==> config.mk <==
export PLATFORM = sky130hd
export DESIGN_NAME = console_line_assembler
export DESIGN_NICKNAME = d
export VERILOG_FILES = /design/src/cla_pkg.sv /design/src/console_line_assembler.sv /design/src/cla_ram.sv
export SDC_FILE = /design/constraint.sdc
export NUM_CORES = 1
export LEC_CHECK = 0
export ABC_AREA = 1
export BUFFER_PORTS_ARGS = -buffer_cell sky130_fd_sc_hd__buf_2
export CAP_MARGIN = 20
export CORE_ASPECT_RATIO = 0.5
export CORE_MARGIN = 2
export CORE_UTILIZATION = 50
export CTS_BUF_LIST = sky130_fd_sc_hd__clkbuf_2
export DETAILED_ROUTE_END_ITERATION = 7
export GPL_TIMING_DRIVEN = 0
export PLACE_DENSITY = 0.68
export SYNTH_ARGS = -nofsm -noshare
export SYNTH_HDL_FRONTEND = slang
export SYNTH_SLANG_ARGS = --single-unit
==> constraint.sdc <==
create_clock -name clk_i -period 4.23 [get_ports clk_i]
set_clock_uncertainty 0.05 [all_clocks]
set_input_delay 0.2115 -clock clk_i [delete_from_list [all_inputs] [get_ports clk_i]]
set_output_delay 0.2115 -clock clk_i [all_outputs]
set_load 0.05 [all_outputs]
==> src/cla_pkg.sv <==
// Shared types and constants for the console line assembler.
// No dependencies.
package cla_pkg;

  localparam int unsigned LINE_BUF_SIZE = 32;
  localparam int unsigned CntW          = $clog2(LINE_BUF_SIZE);
  localparam int unsigned LenW          = 5;

  localparam logic [7:0] CHAR_DEL = 8'h7F;
  localparam logic [7:0] CHAR_BS  = 8'h08;
  localparam logic [7:0] CHAR_CR  = 8'h0D;
  localparam logic [7:0] CHAR_LF  = 8'h0A;

  typedef enum logic [2:0] {
    KIND_ECHO        = 3'd0,
    KIND_CHAR        = 3'd1,
    KIND_DONE        = 3'd2,
    KIND_REJECT      = 3'd3,
    KIND_DISCARD_END = 3'd4
  } kind_e;

  typedef enum logic [2:0] {
    S_IDLE,
    S_ECHO,
    S_LINE,
    S_CHAR,
    S_DONE,
    S_REJ,
    S_DEND
  } state_e;

endpackage

==> src/console_line_assembler.sv <==
// Console line assembler top level: echo, line editing and line output.
// Depends on cla_pkg and cla_ram.
//
// Every received byte is echoed, then edited into a line store of
// LINE_BUF_SIZE-1 characters held in one RAM. An accepted byte is registered
// and its echo is loaded into the output register once that register is free;
// a new byte is accepted only once the last result of the previous one is
// loaded into the output register. A CR or LF walks the store through the
// single RAM read port, reading each stored character in S_LINE and loading
// it in S_CHAR, then S_LINE finds the end of the line and S_DONE loads the
// done result. No clearing pass follows reset.
module console_line_assembler (
  input  logic                 clk_i,
  input  logic                 rst_ni,
  input  logic                 in_valid_i,
  output logic                 in_ready_o,
  input  logic [7:0]           rx_byte_i,
  output logic                 out_valid_o,
  input  logic                 out_ready_i,
  output cla_pkg::kind_e       out_kind_o,
  output logic [7:0]           out_byte_o,
  output logic [cla_pkg::LenW-1:0] line_length_o,
  output logic                 last_o
);

  import cla_pkg::*;

  localparam logic [CntW-1:0] FillMax = CntW'(LINE_BUF_SIZE - 1);

  state_e          state_q, state_d;
  logic [7:0]      byte_q, byte_d;
  logic [CntW-1:0] fill_q, fill_d;
  logic [CntW-1:0] idx_q, idx_d;
  logic            discard_q, discard_d;

  logic            ovld_q, ovld_d;
  kind_e           okind_q, okind_d;
  logic [7:0]      obyte_q, obyte_d;
  logic [LenW-1:0] olen_q, olen_d;
  logic            olast_q, olast_d;

  logic            slot_free;
  logic            is_del, is_term, in_xfer;
  logic            ram_we, ram_re;
  logic [7:0]      ram_rdata;

  assign slot_free = !ovld_q || out_ready_i;
  assign is_del    = (byte_q == CHAR_DEL) || (byte_q == CHAR_BS);
  assign is_term   = (byte_q == CHAR_CR) || (byte_q == CHAR_LF);
  assign in_ready_o = (state_q == S_IDLE);
  assign in_xfer   = in_valid_i && in_ready_o;

  cla_ram #(
    .Width (8),
    .Depth (LINE_BUF_SIZE)
  ) u_store (
    .clk_i   (clk_i),
    .we_i    (ram_we),
    .waddr_i (fill_q),
    .wdata_i (byte_q),
    .re_i    (ram_re),
    .raddr_i (idx_q),
    .rdata_o (ram_rdata)
  );

  always_comb begin
    state_d = state_q;
    unique case (state_q)
      S_IDLE: begin
        if (in_xfer) state_d = S_ECHO;
      end
      S_ECHO: begin
        if (slot_free) begin
          if (discard_q) begin
            state_d = is_term ? S_DEND : S_IDLE;
          end else if (is_del) begin
            state_d = S_IDLE;
          end else if (is_term) begin
            state_d = S_LINE;
          end else if (fill_q != FillMax) begin
            state_d = S_IDLE;
          end else begin
            state_d = S_REJ;
          end
        end
      end
      S_LINE: begin
        state_d = (idx_q == fill_q) ? S_DONE : S_CHAR;
      end
      S_CHAR: begin
        if (slot_free) state_d = S_LINE;
      end
      S_DONE, S_REJ, S_DEND: begin
        if (slot_free) state_d = S_IDLE;
      end
      default: state_d = S_IDLE;
    endcase
  end

  always_comb begin
    byte_d    = byte_q;
    fill_d    = fill_q;
    idx_d     = idx_q;
    discard_d = discard_q;
    ovld_d    = ovld_q && !out_ready_i;
    okind_d   = okind_q;
    obyte_d   = obyte_q;
    olen_d    = olen_q;
    olast_d   = olast_q;
    ram_we    = 1'b0;
    ram_re    = 1'b0;
    unique case (state_q)
      S_IDLE: begin
        if (in_xfer) byte_d = rx_byte_i;
      end
      S_ECHO: begin
        if (slot_free) begin
          ovld_d  = 1'b1;
          okind_d = KIND_ECHO;
          obyte_d = byte_q;
          olen_d  = '0;
          olast_d = 1'b1;
          idx_d   = '0;
          if (discard_q) begin
            if (is_term) begin
              olast_d   = 1'b0;
              discard_d = 1'b0;
              fill_d    = '0;
            end
          end else if (is_del) begin
            if (fill_q != '0) fill_d = fill_q - 1'b1;
          end else if (is_term) begin
            olast_d = 1'b0;
          end else if (fill_q != FillMax) begin
            ram_we = 1'b1;
            fill_d = fill_q + 1'b1;
          end else begin
            olast_d   = 1'b0;
            fill_d    = '0;
            discard_d = 1'b1;
          end
        end
      end
      S_LINE: begin
        if (idx_q != fill_q) ram_re = 1'b1;
      end
      S_CHAR: begin
        if (slot_free) begin
          ovld_d  = 1'b1;
          okind_d = KIND_CHAR;
          obyte_d = ram_rdata;
          olen_d  = '0;
          olast_d = 1'b0;
          idx_d   = idx_q + 1'b1;
        end
      end
      S_DONE: begin
        if (slot_free) begin
          ovld_d  = 1'b1;
          okind_d = KIND_DONE;
          obyte_d = '0;
          olen_d  = LenW'(fill_q);
          olast_d = 1'b1;
          fill_d  = '0;
        end
      end
      S_REJ, S_DEND: begin
        if (slot_free) begin
          ovld_d  = 1'b1;
          okind_d = (state_q == S_REJ) ? KIND_REJECT : KIND_DISCARD_END;
          obyte_d = '0;
          olen_d  = '0;
          olast_d = 1'b1;
        end
      end
      default: ;
    endcase
  end

  always_ff @(posedge clk_i or negedge rst_ni) begin
    if (!rst_ni) begin
      state_q   <= S_IDLE;
      fill_q    <= '0;
      idx_q     <= '0;
      discard_q <= 1'b0;
      ovld_q    <= 1'b0;
    end else begin
      state_q   <= state_d;
      fill_q    <= fill_d;
      idx_q     <= idx_d;
      discard_q <= discard_d;
      ovld_q    <= ovld_d;
    end
  end

  always_ff @(posedge clk_i) begin
    byte_q  <= byte_d;
    okind_q <= okind_d;
    obyte_q <= obyte_d;
    olen_q  <= olen_d;
    olast_q <= olast_d;
  end

  assign out_valid_o   = ovld_q;
  assign out_kind_o    = okind_q;
  assign out_byte_o    = obyte_q;
  assign line_length_o = olen_q;
  assign last_o        = olast_q;

  a_fill_bound: assert property (@(posedge clk_i) disable iff (!rst_ni)
    fill_q <= FillMax)
    else $error("fill count beyond store capacity");

  a_discard_empty: assert property (@(posedge clk_i) disable iff (!rst_ni)
    discard_q |-> fill_q == '0)
    else $error("line not empty in discard mode");

  a_idx_bound: assert property (@(posedge clk_i) disable iff (!rst_ni)
    (state_q == S_LINE || state_q == S_CHAR) |-> idx_q <= fill_q)
    else $error("line read index past fill count");

  a_port_excl: assert property (@(posedge clk_i) disable iff (!rst_ni)
    !(ram_we && ram_re))
    else $error("store written and read in the same cycle");

endmodule

==> src/cla_ram.sv <==
// Generic single-write, single-read RAM with registered read data.
// Read data holds until the next read. No dependencies.
module cla_ram #(
  parameter int unsigned Width = 8,
  parameter int unsigned Depth = 32
) (
  input  logic                     clk_i,
  input  logic                     we_i,
  input  logic [$clog2(Depth)-1:0] waddr_i,
  input  logic [Width-1:0]         wdata_i,
  input  logic                     re_i,
  input  logic [$clog2(Depth)-1:0] raddr_i,
  output logic [Width-1:0]         rdata_o
);

  logic [Width-1:0] mem [Depth];

  always_ff @(posedge clk_i) begin
    if (we_i) begin
      mem[waddr_i] <= wdata_i;
    end
    if (re_i) begin
      rdata_o <= mem[raddr_i];
    end
  end

endmodule

; Word level (Yosys, flattened, before mapping)
; Memory sizes are Yosys's and may differ from the RTL's. A register that Yosys moved wholly into a read port is not among the register bits.
; Index checks and enable logic that the tools add are counted.
[word_totals]
register_bits = 40
latch_bits = 0
mem_bits_rw = 256
rom_bits = 0
in_bits = 12
out_inout_bits = 19
elab_cells = 118
mem_count = 1
[op_classes]
n_addsub = 3
mul = 0
div = 0
order_cmp = 0
eq_ne = 23
shifts = 0
n_mux = 55
bitwise = 0
reduce_logical = 26
[memory_table]
columns = name, depth, word_bits, rd, rd_clocked_by_memory_dff, write_ports, line
row1 = u_store.mem, 32, 8, 1, 1, 1, cla_ram.sv:16  ; logic [Width-1:0] mem [Depth];
[ops]
columns = cell, n
row1 = $mux W5, 10
row2 = $mux W3, 13
row3 = $pmux W5 S2, 3
row4 = $eq A8 B4 Y1 const B, 3
row5 = $mux W8, 3
row6 = $pmux W8 S3, 1
row7 = $mux W1, 22
row8 = $pmux W3 S5, 1
row9 = $pmux W3 S4, 1
row10 = $add A5 B1 Y5 const B, 2
row11 = $eq A3 B3 Y1 const B, 3
row12 = $eq A8 B7 Y1 const B, 1
row13 = $ne A2 B2 Y1 const B, 4
row14 = $ne A4 B4 Y1 const B, 2
row15 = $reduce_and A4 Y1, 2
row16 = $eq A3 B2 Y1 const B, 2
row17 = $ne A2 B1 Y1 const B, 3
row18 = $reduce_and A3 Y1, 2
row19 = $reduce_and A6 Y1, 1
row20 = $reduce_bool A2 Y1, 3
row21 = $eq A5 B5 Y1, 1
row22 = $ne A5 B5 Y1, 1
row23 = $ne A5 B5 Y1 const B, 1
row24 = $reduce_and A5 Y1, 1
row25 = 16 further kinds, 21

; Longest topological paths before layout
[logic_depth]
depth_word = 9
mapped_depth = 11
mapped_depth_nobuf = 11

; Modules after synthesis
; From an unflattened synthesis, not the netlist that was laid out.
[hier_totals]
cells_unflattened = 1185
area_unflattened_um2 = 13056.3
[modules_own_cells]
columns = module, n_inst, cells_per_inst, area_per_inst_um2, seq_area_each_um2
row1 = cla_ram, 1, 922, 10866.7, 7927.6
row2 = console_line_assembler, 1, 263, 2189.6, 1126.1

; Worst setup path before layout
; OpenSTA, ideal clock, no wires.
[synth_path]
kind = reg2reg
startpoint = register byte_q[1]
endpoint = memory u_store.mem[0][0], enable pin
setup_time_ns = 0.370
t_arrival_ns = 1.907
setup_slack_ns = 1.903
path_stages_with_launch = 9
path_cell_list = edfxtp_1 inv_1 nand3_1 nand2_1 nand2_4 nand3_4 nor2_8 nand2_4 nor2_1
[synth_via]
elab_chain_len = 9
[synth_lines]
columns = element, line
row1 = start: declaration, console_line_assembler.sv:31  ; logic [7:0] byte_q, byte_d;
row2 = start signal: assignment, console_line_assembler.sv:197  ; byte_q <= byte_d;
row3 = $eq A8 B4 Y1, console_line_assembler.sv:49  ; assign is_term = (byte_q == CHAR_CR) || (byte_q == CHAR_LF);
row4 = $logic_or A1 B1 Y1, console_line_assembler.sv:49
row5 = $mux W1, console_line_assembler.sv:132  ; end else if (is_term) begin
row6 = $mux W1 *, console_line_assembler.sv:130  ; end else if (is_del) begin
row7 = $mux W1 *, console_line_assembler.sv:124  ; if (discard_q) begin
row8 = $mux W1 *, console_line_assembler.sv:117  ; if (slot_free) begin
row9 = $mux W1 *, console_line_assembler.sv:112  ; unique case (state_q)
row10 = $mux W1 *, cla_ram.sv:19  ; if (we_i) begin
row11 = $mux W1 (implied by the code) *, cla_ram.sv:20  ; mem[waddr_i] <= wdata_i;
row12 = end: declaration, cla_ram.sv:16
; Mark *: on every way between the ends. The rest lies on a longest branch, timed or not.

; Worst setup path after layout
[layout_path]
startpoint = register byte_q[7]
endpoint = memory u_store.mem[22][0], enable pin
; Same word-level chain as after synthesis.

==> out/results.ini <==
[outcome]
status = finished, final reports clean

[power]
p_int_uw = 4627
p_clk_share_pct = 29.7
leakagePower_uw = 0.005525
p_comb_share_pct = 15.9
power.switching_uw = 2063
cellPowerDensity_nw_per_um2 = 457.9
switching_share_pct = 30.84
seqPwrFrac_pct = 54.5
vdd_drop_max_mv = 0.1746

[placed_design]
place_inst = 1534
routabilityCongestion = 0.9960
io_buffers = 30
place_area_um2 = 13740
hpwl_um = 25000

[synth]
synth_fp_nets = 1169
netlist_area_um2 = 12950
synth_cells = 1151
avgSynthCellArea_um2 = 11.25
yosysTopAreaCell = edfxtp_1
ys_warn_count = 0
synthTopCellsByArea = edfxtp_1, nor2_1, nand2_1
synth_top_area_share_pct = 67.01
ys_types = 35
synth-seq-area-share_pct = 69.91
synth-seq-cells = 304

[finish]
layout_commonest_cell = nor2_1
syn2layout_area_growth_pct = 12.79
nFillCells = 2133
final_cell_area_um2 = 14610
layout.cells.non_filler = 1673
final_nets = 1299
drive_above_1_share_pct = 15.51
layout_common_cells = nor2_1, edfxtp_1, nand2_1

[global_route]
antenna_found_initial = 1
grt_pass1_wl_um = 54110
grt_pass1_vias = 9198
grt_max_degree = 25
grt_usage_pct = 27.18
grt_overflow = 0

[sta]
worst_slew_pin_slew_ps = 1025
fmax_mhz = 298.1
setup_viol = 0
rsz0062_at_grt = no
finalCritPeriodShare_pct = 79.31
hold_violations = 0
relSlewSlack_pct = 31.64
period_needed_ps = 3355
setup_tns_ps = 0
slew_violations = 0

[floorplan]
fp.dieH_um = 117.8
die_w_um = 231.6
coreArea_um2 = 25340
initial_core_util_pct = 51.11
ios = 31
rows = 41
die_area_um2 = 27280

[cts]
clock_latency_ps = 920
numCtsBuffers = 68
cts_root_buf = clkbuf_2
htreeDepth = 3
clkTransAtPathRegs_ps = 130
clock_tree.buffer_depth = 3
cts_tree = done
clock_sinks = 304
ctsResizeCount = 0

[worst_setup_path]
worst-endpoint-arrival_ps = 3800
cp-end-kind = flip-flop
critical_path.startpoint_type = flip-flop
crit_type = reg2reg
critical_path_required_ps = 4670
worst-path-max-fanout = 21
r2r_slack_ps = 870

[routing]
antenna_left = 0
wl_um = 36640
detail_route.first_pass.iterations = 6
vias = 9517
viasPerCell = 5.689
wl_per_cell_um = 21.90
drc_errors = 0
drt-initial-drc-count = 1320

[flow_run]
cap_viol_max_count = 0

[worst_hold_path]
worst_hold_path_type = in2reg

[cells in the mapped netlist (all sizes together)]
library cell,n
a21oi,19
a22oi,1
buf,39
clkbuf,15
clkinv,3
dfrtp,15
edfxtp,289
ha,6
inv,36
nand2,176
nand3,64
nand3b,1
nand4,1
nor2,295
nor3,8
nor4,1
o211ai,6
o21ai,155
o22ai,16
or2,1
xnor2,3
xor2,1
[per-layer routing]
metal | GRT usage (%) | wire, um | up-vias
met5 | 0 | 0 | -
li1 | - | - | 4306
met4 | 7.532 | 553 | 0
met3 | 7.267 | 4165 | 57
met2 | 41.30 | 16420 | 540
met1 | 38.78 | 15500 | 4614
[flip-flops by register name, summed over array words and instances, names as in the netlist, 3 cells and up]
register,cells
state_q,3
fill_q,5
out_kind_o,3
out_byte_o,8
idx_q,5
u_store.mem,256
line_length_o,5
byte_q,8
u_store.rdata_o,8
[power groups by stage]
stage	registers [uW]	logic (uW)	clock network [uW]
2_1_floorplan	3880	471	0
3_3_place_gp	3790	866	0
3_5_place_dp	3710	1030	0
4_1_cts	3650	1050	2000
5_1_grt	3660	1130	2150
6_report	3650	1060	1980
[critical path: stages (launching register included)]
cell and delay [ps]:
edfxtp_1 1030, buf_16 230, inv_1 80, nand2_1 60, nor2_1 40, nand2_1 170, nand3_4 140, nor2_8 220
nand2_4 180, nor2_1 720
[final cells by class]
cell class / instances / area (um^2) / share of cell area [%]
sequential: 304 / 9054 / 61.98
antenna: 1 / 2.502 / 0.01713
timing repair buffer: 60 / 573.1 / 3.923
clock inverter: 11 / 120.1 / 0.8223
clock buffer: 106 / 530.5 / 3.632
tap: 344 / 430.4 / 2.946
inverter: 39 / 146.4 / 1.002
buffer: 54 / 329.1 / 2.253
multi-input combinational: 754 / 3422 / 23.43
[timing repair]
| action | in CTS | in global routing |
|---|---|---|
| hold buffers | 21 | 0 |
| endpoints found under the hold margin | 54 | 0 |
| setup buffers | 0 | 0 |
[logic make-up after synthesis]
logic type | share of synthesized area, %
buffers and inverters | 3.671
adders and majority gates | 0.5796
and+or+nand+nor | 17.58
AOI/OAI and AO/OA | 7.990
DFF | 69.91
xor gates and xnor gates | 0.2706
[final timing paths]
kind,from,to,cells past startpoint
worst max-delay path,byte_q[7],u_store.mem[22][0],9
worst min-delay path,in_valid_i,byte_q[4],4
worst max register to register,byte_q[7],u_store.mem[22][0],9
worst min register to register,u_store.rdata_o[3],out_byte_o[3],2
max in group asynchronous,rst_ni,out_valid_o,3
min in group asynchronous,rst_ni,idx_q[4],3
[metrics by stage]
step | setup WS [ps] | hold slack [ps] | utilization (%) | total power (uW)
after floorplan | 1903 | -134.1 | - | 4347
final | 875.0 | 222.5 | 57.64 | 6689
after CTS | 963.6 | 177.6 | 57.63 | 6697
after global placement | 656.7 | 105.2 | 53.40 | 4656
after detailed placement | 1014 | 105.3 | 54.24 | 4746
after global routing | 712.5 | 217.5 | 57.64 | 6946
Power figures use the tool's default switching activity.
